[src/sv/todc_pkg.sv]
package todc_pkg;

    localparam int HourW = 5;
    localparam int UnitW = 6;
    localparam int HhmmW = 12;

    localparam logic [UnitW-1:0] HOUR_TOP   = 6'd23;
    localparam logic [UnitW-1:0] MINUTE_TOP = 6'd59;
    localparam logic [6:0]       UNIT_MOD   = 7'd60;
    localparam logic [HhmmW-1:0] HOUR_SCALE = 12'd100;

    typedef enum logic [3:0] {
        CMD_TICK       = 4'd0,
        CMD_CLK_HOUR   = 4'd1,
        CMD_CLK_MINUTE = 4'd2,
        CMD_ALM_HOUR   = 4'd3,
        CMD_ALM_MINUTE = 4'd4,
        CMD_SET_CLOCK  = 4'd5,
        CMD_SET_ALARM  = 4'd6,
        CMD_SNOOZE     = 4'd7,
        CMD_ARM        = 4'd8
    } cmd_t;

    typedef struct packed {
        logic [3:0]       cmd;
        logic signed [1:0] step;
        logic [HourW-1:0] hour_value;
        logic [UnitW-1:0] minute_value;
        logic [UnitW-1:0] snooze_minutes;
        logic [UnitW-1:0] snooze_seconds;
        logic             arm_flag;
    } req_t;

    typedef struct packed {
        logic [HourW-1:0] clk_hours;
        logic [UnitW-1:0] clk_minutes;
        logic [UnitW-1:0] clk_seconds;
        logic [HourW-1:0] alm_hours;
        logic [UnitW-1:0] alm_minutes;
        logic [HourW-1:0] nxt_hours;
        logic [UnitW-1:0] nxt_minutes;
        logic [UnitW-1:0] nxt_seconds;
        logic             armed;
    } state_t;

    typedef struct packed {
        logic [HhmmW-1:0] clock_hhmm;
        logic [HhmmW-1:0] alarm_hhmm;
        logic             second_odd;
        logic             alarm_due;
    } result_t;

    function automatic logic [UnitW-1:0] clamp_unit(input logic [UnitW-1:0] v,
                                                   input logic [UnitW-1:0] top);
        return (v > top) ? top : v;
    endfunction

    // +1 / -1 / hold with wrap; top is modulus minus one
    function automatic logic [UnitW-1:0] nudge(input logic [UnitW-1:0] v,
                                              input logic up,
                                              input logic dn,
                                              input logic [UnitW-1:0] top);
        logic [UnitW-1:0] r;
        r = v;
        if (up)
            r = (v >= top) ? '0 : v + 1'b1;
        else if (dn)
            r = (v == '0) ? top : v - 1'b1;
        return r;
    endfunction

    function automatic logic [HhmmW-1:0] to_hhmm(input logic [HourW-1:0] h,
                                                input logic [UnitW-1:0] m);
        return {{(HhmmW-HourW){1'b0}}, h} * HOUR_SCALE + {{(HhmmW-UnitW){1'b0}}, m};
    endfunction

endpackage

[src/sv/todc_req_if.sv]
interface todc_req_if;
    import todc_pkg::*;

    logic              valid;
    logic              ready;
    logic [3:0]        cmd;
    logic signed [1:0] step;
    logic [HourW-1:0]  hour_value;
    logic [UnitW-1:0]  minute_value;
    logic [UnitW-1:0]  snooze_minutes;
    logic [UnitW-1:0]  snooze_seconds;
    logic              arm_flag;

    modport source (
        output valid, cmd, step, hour_value, minute_value,
               snooze_minutes, snooze_seconds, arm_flag,
        input  ready
    );

    modport sink (
        input  valid, cmd, step, hour_value, minute_value,
               snooze_minutes, snooze_seconds, arm_flag,
        output ready
    );
endinterface

[src/sv/todc_res_if.sv]
interface todc_res_if;
    import todc_pkg::*;

    logic             valid;
    logic             ready;
    logic [HhmmW-1:0] clock_hhmm;
    logic [HhmmW-1:0] alarm_hhmm;
    logic             second_odd;
    logic             alarm_due;

    modport source (
        output valid, clock_hhmm, alarm_hhmm, second_odd, alarm_due,
        input  ready
    );

    modport sink (
        input  valid, clock_hhmm, alarm_hhmm, second_odd, alarm_due,
        output ready
    );
endinterface

[src/sv/time_of_day_clock_with_snooze_alarm.sv]
// 24-hour time-of-day clock with a set alarm and a snooze-adjusted next-alarm
// time. Each request carries one command (tick, nudge clock/alarm hour or
// minute, set clock, set alarm, snooze, arm) and produces exactly one result
// showing the state after that command: clock and alarm as hour*100+minute,
// seconds parity and the alarm-due flag. Throughput is one request per clock;
// the request register loads at acceptance, and the state update and result
// register then load together in one pass when the request advances to the
// result stage. The result register is decoupled by its own valid, so a new
// request is taken while a finished result waits, and requests stall only
// when both stages are full and the result is not taken. Out-of-range hour,
// minute and snooze values saturate to their maximum; unused command codes
// leave the state unchanged.
module time_of_day_clock_with_snooze_alarm
    import todc_pkg::*;
(
    input  logic       clk,
    input  logic       rst_n,
    todc_req_if.sink   req,
    todc_res_if.source result
);

    // request stage
    logic    req_valid_reg;
    req_t    req_data_reg;

    // result stage
    logic    res_valid_reg;
    result_t res_data_reg;

    // architectural state
    state_t  state_reg;
    state_t  state_next;
    result_t res_next;

    logic    advance;

    // request stage moves to the result stage when the result slot is free or its result is being taken
    assign advance   = req_valid_reg && (!res_valid_reg || result.ready);
    assign req.ready = !req_valid_reg || advance;

    todc_update u_update (
        .req (req_data_reg),
        .cur (state_reg),
        .nxt (state_next),
        .res (res_next)
    );

    always_ff @(posedge clk or negedge rst_n)
    begin
        if (!rst_n)
        begin
            req_valid_reg <= 1'b0;
            res_valid_reg <= 1'b0;
            state_reg     <= '0;
        end
        else
        begin
            if (req.ready)
                req_valid_reg <= req.valid;
            if (advance)
            begin
                res_valid_reg <= 1'b1;
                state_reg     <= state_next;   // state commits with its result
            end
            else if (result.ready)
            begin
                res_valid_reg <= 1'b0;
            end
        end
    end

    // payload registers, no reset needed
    always_ff @(posedge clk)
    begin
        if (req.valid && req.ready)
        begin
            req_data_reg.cmd            <= req.cmd;
            req_data_reg.step           <= req.step;
            req_data_reg.hour_value     <= req.hour_value;
            req_data_reg.minute_value   <= req.minute_value;
            req_data_reg.snooze_minutes <= req.snooze_minutes;
            req_data_reg.snooze_seconds <= req.snooze_seconds;
            req_data_reg.arm_flag       <= req.arm_flag;
        end
        if (advance)
            res_data_reg <= res_next;
    end

    assign result.valid      = res_valid_reg;
    assign result.clock_hhmm = res_data_reg.clock_hhmm;
    assign result.alarm_hhmm = res_data_reg.alarm_hhmm;
    assign result.second_odd = res_data_reg.second_odd;
    assign result.alarm_due  = res_data_reg.alarm_due;

endmodule

[src/sv/todc_update.sv]
module todc_update
    import todc_pkg::*;
(
    input  req_t    req,
    input  state_t  cur,
    output state_t  nxt,
    output result_t res
);

    logic             up;
    logic             dn;
    logic [UnitW-1:0] hv;
    logic [UnitW-1:0] mv;
    logic [UnitW-1:0] sm;
    logic [UnitW-1:0] ss;
    logic [6:0]       sec_sum;
    logic [6:0]       min_sum;
    logic             sec_carry;
    logic [UnitW-1:0] tmp;

    // step of -2 treated as -1
    assign up = (req.step == 2'sb01);
    assign dn = req.step[1];

    assign hv = clamp_unit({1'b0, req.hour_value}, HOUR_TOP);
    assign mv = clamp_unit(req.minute_value, MINUTE_TOP);
    assign sm = clamp_unit(req.snooze_minutes, MINUTE_TOP);
    assign ss = clamp_unit(req.snooze_seconds, MINUTE_TOP);

    assign sec_sum   = {1'b0, cur.nxt_seconds} + {1'b0, ss};
    assign sec_carry = (sec_sum >= UNIT_MOD);
    assign min_sum   = {1'b0, cur.nxt_minutes} + {1'b0, sm} + {6'b0, sec_carry};

    always_comb
    begin
        nxt = cur;
        tmp = '0;
        case (cmd_t'(req.cmd))
            CMD_TICK:
            begin
                if (cur.clk_seconds >= MINUTE_TOP)
                begin
                    nxt.clk_seconds = '0;
                    if (cur.clk_minutes >= MINUTE_TOP)
                    begin
                        nxt.clk_minutes = '0;
                        tmp = nudge({1'b0, cur.clk_hours}, 1'b1, 1'b0, HOUR_TOP);
                        nxt.clk_hours = tmp[HourW-1:0];
                    end
                    else
                    begin
                        nxt.clk_minutes = cur.clk_minutes + 1'b1;
                    end
                end
                else
                begin
                    nxt.clk_seconds = cur.clk_seconds + 1'b1;
                end
            end
            CMD_CLK_HOUR:
            begin
                nxt.clk_seconds = '0;
                tmp = nudge({1'b0, cur.clk_hours}, up, dn, HOUR_TOP);
                nxt.clk_hours = tmp[HourW-1:0];
            end
            CMD_CLK_MINUTE:
            begin
                nxt.clk_seconds = '0;
                nxt.clk_minutes = nudge(cur.clk_minutes, up, dn, MINUTE_TOP);
            end
            CMD_ALM_HOUR:
            begin
                nxt.nxt_seconds = '0;
                tmp = nudge({1'b0, cur.alm_hours}, up, dn, HOUR_TOP);
                nxt.alm_hours = tmp[HourW-1:0];
                nxt.nxt_hours = tmp[HourW-1:0];
            end
            CMD_ALM_MINUTE:
            begin
                nxt.nxt_seconds = '0;
                tmp = nudge(cur.alm_minutes, up, dn, MINUTE_TOP);
                nxt.alm_minutes = tmp;
                nxt.nxt_minutes = tmp;
            end
            CMD_SET_CLOCK:
            begin
                nxt.clk_hours   = hv[HourW-1:0];
                nxt.clk_minutes = mv;
                nxt.clk_seconds = '0;
            end
            CMD_SET_ALARM:
            begin
                nxt.alm_hours   = hv[HourW-1:0];
                nxt.nxt_hours   = hv[HourW-1:0];
                nxt.alm_minutes = mv;
                nxt.nxt_minutes = mv;
                nxt.nxt_seconds = '0;
            end
            CMD_SNOOZE:
            begin
                nxt.nxt_seconds = sec_carry ? UnitW'(sec_sum - UNIT_MOD) : sec_sum[UnitW-1:0];
                if (min_sum >= UNIT_MOD)
                begin
                    nxt.nxt_minutes = UnitW'(min_sum - UNIT_MOD);
                    tmp = nudge({1'b0, cur.nxt_hours}, 1'b1, 1'b0, HOUR_TOP);
                    nxt.nxt_hours = tmp[HourW-1:0];
                end
                else
                begin
                    nxt.nxt_minutes = min_sum[UnitW-1:0];
                end
            end
            CMD_ARM:
            begin
                nxt.armed = req.arm_flag;
            end
            default:
            begin
                nxt = cur;
            end
        endcase
    end

    always_comb
    begin
        res.clock_hhmm = to_hhmm(nxt.clk_hours, nxt.clk_minutes);
        res.alarm_hhmm = to_hhmm(nxt.alm_hours, nxt.alm_minutes);
        res.second_odd = nxt.clk_seconds[0];
        res.alarm_due  = nxt.armed
                      && (nxt.clk_seconds == nxt.nxt_seconds)
                      && (nxt.clk_minutes == nxt.nxt_minutes)
                      && (nxt.clk_hours   == nxt.nxt_hours);
    end

endmodule
[src/flat_wrapper.sv]
// flat-port wrapper written by rule: the top's interface ports become plain ports
module time_of_day_clock_with_snooze_alarm_flat import todc_pkg::*;
  (clk, rst_n, req_valid, req_cmd, req_step, req_hour_value, req_minute_value, req_snooze_minutes, req_snooze_seconds, req_arm_flag, req_ready, result_valid, result_clock_hhmm, result_alarm_hhmm, result_second_odd, result_alarm_due, result_ready);
  todc_req_if req_i ();
  todc_res_if result_i ();
  input  logic clk;
  input  logic rst_n;
  input wire logic [$bits(req_i.valid)-1:0] req_valid;
  input wire logic [$bits(req_i.cmd)-1:0] req_cmd;
  input wire logic [$bits(req_i.step)-1:0] req_step;
  input wire logic [$bits(req_i.hour_value)-1:0] req_hour_value;
  input wire logic [$bits(req_i.minute_value)-1:0] req_minute_value;
  input wire logic [$bits(req_i.snooze_minutes)-1:0] req_snooze_minutes;
  input wire logic [$bits(req_i.snooze_seconds)-1:0] req_snooze_seconds;
  input wire logic [$bits(req_i.arm_flag)-1:0] req_arm_flag;
  output wire logic [$bits(req_i.ready)-1:0] req_ready;
  output wire logic [$bits(result_i.valid)-1:0] result_valid;
  output wire logic [$bits(result_i.clock_hhmm)-1:0] result_clock_hhmm;
  output wire logic [$bits(result_i.alarm_hhmm)-1:0] result_alarm_hhmm;
  output wire logic [$bits(result_i.second_odd)-1:0] result_second_odd;
  output wire logic [$bits(result_i.alarm_due)-1:0] result_alarm_due;
  input wire logic [$bits(result_i.ready)-1:0] result_ready;
  assign req_i.valid = req_valid;
  assign req_i.cmd = req_cmd;
  assign req_i.step = req_step;
  assign req_i.hour_value = req_hour_value;
  assign req_i.minute_value = req_minute_value;
  assign req_i.snooze_minutes = req_snooze_minutes;
  assign req_i.snooze_seconds = req_snooze_seconds;
  assign req_i.arm_flag = req_arm_flag;
  assign req_ready = req_i.ready;
  assign result_valid = result_i.valid;
  assign result_clock_hhmm = result_i.clock_hhmm;
  assign result_alarm_hhmm = result_i.alarm_hhmm;
  assign result_second_odd = result_i.second_odd;
  assign result_alarm_due = result_i.alarm_due;
  assign result_i.ready = result_ready;
  time_of_day_clock_with_snooze_alarm u_core (.clk(clk), .rst_n(rst_n), .req(req_i), .result(result_i));
endmodule
[config.mk]
export PLATFORM = sky130hd
export DESIGN_NAME = time_of_day_clock_with_snooze_alarm_flat
export DESIGN_NICKNAME = d
export VERILOG_FILES = /design/src/sv/todc_pkg.sv /design/src/sv/todc_req_if.sv /design/src/sv/todc_res_if.sv /design/src/sv/time_of_day_clock_with_snooze_alarm.sv /design/src/sv/todc_update.sv /design/src/flat_wrapper.sv
export SDC_FILE = /design/constraint.sdc
export NUM_CORES = 1
export LEC_CHECK = 0
export ABC_AREA = 1
export BUFFER_PORTS_ARGS = -buffer_cell sky130_fd_sc_hd__buf_2
export CORE_ASPECT_RATIO = 1.2
export CORE_MARGIN = 2
export CORE_UTILIZATION = 47
export CTS_CLUSTER_DIAMETER = 120
export DETAILED_ROUTE_END_ITERATION = 10
export GPL_TIMING_DRIVEN = 1
export PLACE_DENSITY = 0.66
export SLEW_MARGIN = 20
export SYNTH_ARGS = -nofsm -noshare
export SYNTH_HDL_FRONTEND = slang
export SYNTH_HIERARCHICAL = 1
export SYNTH_SLANG_ARGS = --single-unit
[constraint.sdc]
create_clock -name clk -period 13.5 [get_ports clk]
set_clock_uncertainty 0.15 [all_clocks]
set_input_delay 2.025 -clock clk [delete_from_list [all_inputs] [get_ports clk]]
set_output_delay 2.025 -clock clk [all_outputs]
set_load 0.03 [all_outputs]
Word level (Yosys, flattened, before mapping):

Cells that the tools add are included.

* bits in registers: 104
* bits of input ports: 34
* output and inout bits: 28

* add/sub/neg operators: 17
* multiply operators: 2
* magnitude comparators: 12
* eq/ne operators: 12
* mux-type cells: 38
* reductions and logical operators: 17

Operators by type and width (count)
* 2-to-1 mux 6 bit: 14
* 2-to-1 mux 5 bit: 12
* one-hot mux 6 bit (2 select lines): 3
* one-hot mux 6 bit (3 select lines): 2
* one-hot mux 5 bit (3 select lines): 2
* adder 12 x 6 -> 12 bit: 2
* multiplier 5 x 5 -> 10 bit, second input constant: 2
* adder 6 x 1 -> 6 bit, second input constant: 3
* greater-or-equal comparator 6 bit, second input constant: 3
* greater-than comparator 6 bit, second input constant: 3
* equality test 4 x 3 -> 1 bit, second input constant: 4
* adder 5 x 1 -> 5 bit, second input constant: 3
* greater-or-equal comparator 5 bit, second input constant: 3
* adder 6 x 6 -> 7 bit: 2
* greater-or-equal comparator 7 x 6 -> 1 bit, second input constant: 2
* equality test 6 bit: 2
* zero test 6 bit: 2
* subtractor 6 x 1 -> 6 bit, second input constant: 2
* subtractor 6 bit, second input constant: 2
* 2-to-1 mux 11 bit: 1
* zero test 5 bit: 2
* one-hot mux 5 bit (2 select lines): 1
* subtractor 5 x 1 -> 5 bit, second input constant: 2
* equality test 4 x 2 -> 1 bit, second input constant: 2
* 13 further kinds: 22

Longest topological paths before layout:

* word-level depth: 11
* depth in mapped cells: 34

Hierarchy:

The synthesis kept the hierarchy.

Modules (own cells, without submodules)
* todc_update: times used 1, cells an instance 920, area each 4993.5 um^2, sequential area each 0.0 um^2
* time_of_day_clock_with_snooze_alarm: times used 1, cells an instance 266, area each 3604.7 um^2, sequential area each 2882.8 um^2

Least setup slack after synthesis:

No wires, ideal clock.

* path type: input port to output port
* start point: input port result_ready
* end point: output port req_ready
* arrival time: 2.365 ns
* data required time: 11.325 ns
* setup slack: 8.960 ns
* cell stages on the path: 2
* buffers on the path: 0
* cells stage by stage: inv_1 > nand3_1

* word-level cells in the longest chain between the ends: 3

RTL lines
* from (decl): RTL line flat_wrapper.sv:22 `input wire logic [$bits(result_i.ready)-1:0] result_ready;`
* logical OR 1 bit: RTL line time_of_day_clock_with_snooze_alarm.sv:38 `assign advance = req_valid_reg && (!res_valid_reg || result.ready);`
* logical AND 1 bit: RTL line time_of_day_clock_with_snooze_alarm.sv:38
* logical OR 1 bit: RTL line time_of_day_clock_with_snooze_alarm.sv:39 `assign req.ready = !req_valid_reg || advance;`
* to (decl): RTL line flat_wrapper.sv:16 `output wire logic [$bits(req_i.ready)-1:0] req_ready;`

No other way between the ends.

==> results.sh <==
export IMPL_antenna_found_initial=1
export IMPL_grt_usage=0.238
export IMPL_nets=1331
export IMPL_drive_gt1_frac=0.114
export IMPL_die_w_um=127
export IMPL_synth_edf_count=56
export IMPL_vias_per_cell=5.37
export IMPL_post_cts_buffers=0
export IMPL_synth_cell_types=48
export IMPL_overflow=0
export IMPL_p_switching_mw=0.977
export IMPL_crit_path_start_kind="register"
export IMPL_seq_power_share=0.291
export IMPL_fp_dieH_um=152
export IMPL_die_area_sq_mm=0.0194
export IMPL_p_clk_frac=0.131
export IMPL_rsz0062_at_grt="false"
export IMPL_clkSlewWorstSetupHoldPaths_ps=70
export IMPL_p_leak_nw=4.81
export IMPL_max_cap_violations=0
export IMPL_synthCells=1186
export IMPL_crit_path_max_incr_delay_ps=470
export IMPL_tritoncts="built"
export IMPL_final_cell_count_no_fill=1455
export IMPL_cpMostUsedCell="nand2_1"
export IMPL_combPwrFrac=0.578
export IMPL_outcome="complete, no violations"
export IMPL_syn_area_sq_mm=0.00860
export IMPL_cp_data_required_time_ps=13470
export IMPL_h_tree_depth=3
export IMPL_initial_utilization=0.477
export IMPL_vias=7820
export IMPL_min_path_type="reg2reg"
export IMPL_synth_warnings=6
export IMPL_hold_viol=0
export IMPL_gp_congestion=0.990
export IMPL_holdBufCountCts=0
export IMPL_final_area_sq_mm=0.00928
export IMPL_critPathKind="reg2reg"
export IMPL_max_clock_freq_ghz=0.194
export IMPL_cts_root_buffer="clkbuf_16"
export IMPL_critical_path_slowest_cell="fa_1"
export IMPL_grt_pass1_wl_mm=36.9
export IMPL_synth_avg_cell_area_sq_um=7.25
export IMPL_grt_pass1_vias=7561
export IMPL_synth_commonest_cells="nand2_1 (345), inv_1 (153), nand3_1 (147), nor2_1 (77), ha_1 (65)"
export IMPL_grt_start_max_net_pins=49
export IMPL_n_fill_cell=1736
export IMPL_wire_per_inst_um=15.5
export IMPL_drc=0
export IMPL_numCtsBuffers=9
export IMPL_ant_nets=0
export IMPL_routed_wl_mm=22.5
export IMPL_worstPathArrival_ps=5110
export IMPL_top_usage_layer="met2"
export IMPL_netSwitchingFraction=0.492
export IMPL_core_rowCount=54
export IMPL_fin_crit_ps=5140
export IMPL_seq_area_sq_mm=0.00288
export IMPL_p_int_mw=1.01
export IMPL_multi_input_area_sq_mm=0.00488
export IMPL_io_buffer_count=61
export IMPL_use_met2=0.427
export IMPL_synth_area_top_cells="edfxtp_1 (20%), nand2_1 (15%), dfrtp_1 (14%)"
export IMPL_synth_top_cell_area_share=0.196
export IMPL_yosysMostFrequentCell="nand2_1"
export IMPL_finalSetupViolCount=0
export IMPL_placedInstanceArea_sq_mm=0.00899
export IMPL_ys_seq_area_frac=0.335
export IMPL_syn_nets=1292
export IMPL_ctsResizeCount=0
export IMPL_placed_cells=1438
export IMPL_synthArstFlopShare=0.462
export IMPL_coreArea_sq_mm=0.0180
export IMPL_finalSetupTns_ps=0
export IMPL_drt_iter0_drc=572
export IMPL_post_route_period_util=0.381
export IMPL_end_kind="register"
export IMPL_largest_register_ffs=46
export IMPL_finalMaxSlewViolations=0
export IMPL_hpwl_mm=17.1
export IMPL_areaGrowthSynthToFinish_pct=7.90
export IMPL_synth_ff_type="edfxtp_1"
export IMPL_cts_sink_count=104
export IMPL_ys_ff_latch=104
export IMPL_irDropWorstVdd_mv=0.0902
export IMPL_crit_fanout=9
export IMPL_yosys_area_top_type="edfxtp_1"
export IMPL_power_density_mw_per_mm2=214
export IMPL_use_met3=0.0291
export IMPL_tightestPinTransition_ps=941
export IMPL_relSlewSlack=0.370
export IMPL_first_pass_iters=7
export IMPL_clk_latency_ps=360
export IMPL_utilization=0.514
export IMPL_clk_path_buf_depth=2
export IMPL_use_met1=0.279
export IMPL_pin_count=62
worst max-delay path: cells and delay by family (launching register included):
family                     cells  cell delay (ps)
and+or+nand+nor               14             1450
DFF                            1              400
adders and majority gates      6             1840
buffers and inverters          1               60
AOI/OAI and AO/OA              3              410
xor gates and xnor gates       2              570
per-layer routing:
layer  share of wire  vias to the layer above
met3           0.039                       61
met4           0.040                        0
li1                -                     3939
met1            0.41                     3597
met2            0.51                      223
met5               0                        -
cell families (layout without fill, tap and decap cells):
logic type               count (synthesis)  after routing  synth area share
AND/OR/NAND/NOR                        653            653             0.341
buffers and inverters                  200            244            0.0969
AO/OA/AOI/OAI                          122            122            0.0795
flip-flops                             104            104             0.335
adder cells (fa/ha/maj)                 72             72             0.111
XOR/XNOR                                35             35            0.0365
other                                    0              1                 0
metrics by stage:
step                      setup WS (ps)  power [mW]  hold WS, ps
final                              8360        1.99          325
after global routing               7810        2.19          375
after detailed placement           8140        1.73          313
after floorplan                    8960        1.46          287
after CTS                          8410        1.99          331
after global placement             8180        1.70          311
cell type report:
cell class | count | area share
Antenna cell | 1 | 0.000270
Clock buffer | 13 | 0.0275
Clock inverter | 3 | 0.00270
Inverter | 163 | 0.0662
Multi-Input combinational cell | 882 | 0.526
Sequential cell | 104 | 0.311
Tap cell | 224 | 0.0302
Timing Repair Buffer | 65 | 0.0361
layout by cell type, fill, tap and decap left out, types with 16 or more instances in the layout:
cell type    n
a21oi_1     44
nor2_1      77
xor2_1      20
buf_2       61
inv_1      152
nand4_1     16
o21ai_0     45
ha_1        65
dfrtp_1     48
nand3_1    147
nand2_1    345
edfxtp_1    56
final timing paths:
kind                                         from                      end  slack, ps  cells past startpoint
setup / recovery           u_core/req_data_reg[4]  u_core/result.alarm_due       8360                     26
hold / removal                u_core/state_reg[0]      u_core/state_reg[0]        320                      2
setup reg to reg           u_core/req_data_reg[4]  u_core/result.alarm_due       8360                     26
hold reg to reg               u_core/state_reg[0]      u_core/state_reg[0]        320                      2
max in group asynchronous                   rst_n     u_core/state_reg[18]      11140                      2
min in group asynchronous                   rst_n      u_core/state_reg[1]       1610                      2
power groups by stage:
stage	combinational [mW]	sequential, mW	clock, mW
6_report	1.15	0.578	0.260
5_1_grt	1.32	0.594	0.275
4_1_cts	1.15	0.579	0.266
3_5_place_dp	1.14	0.584	0
3_3_place_gp	1.12	0.583	0
2_1_floorplan	0.849	0.611	0
(Power assumes the default switching activity.)
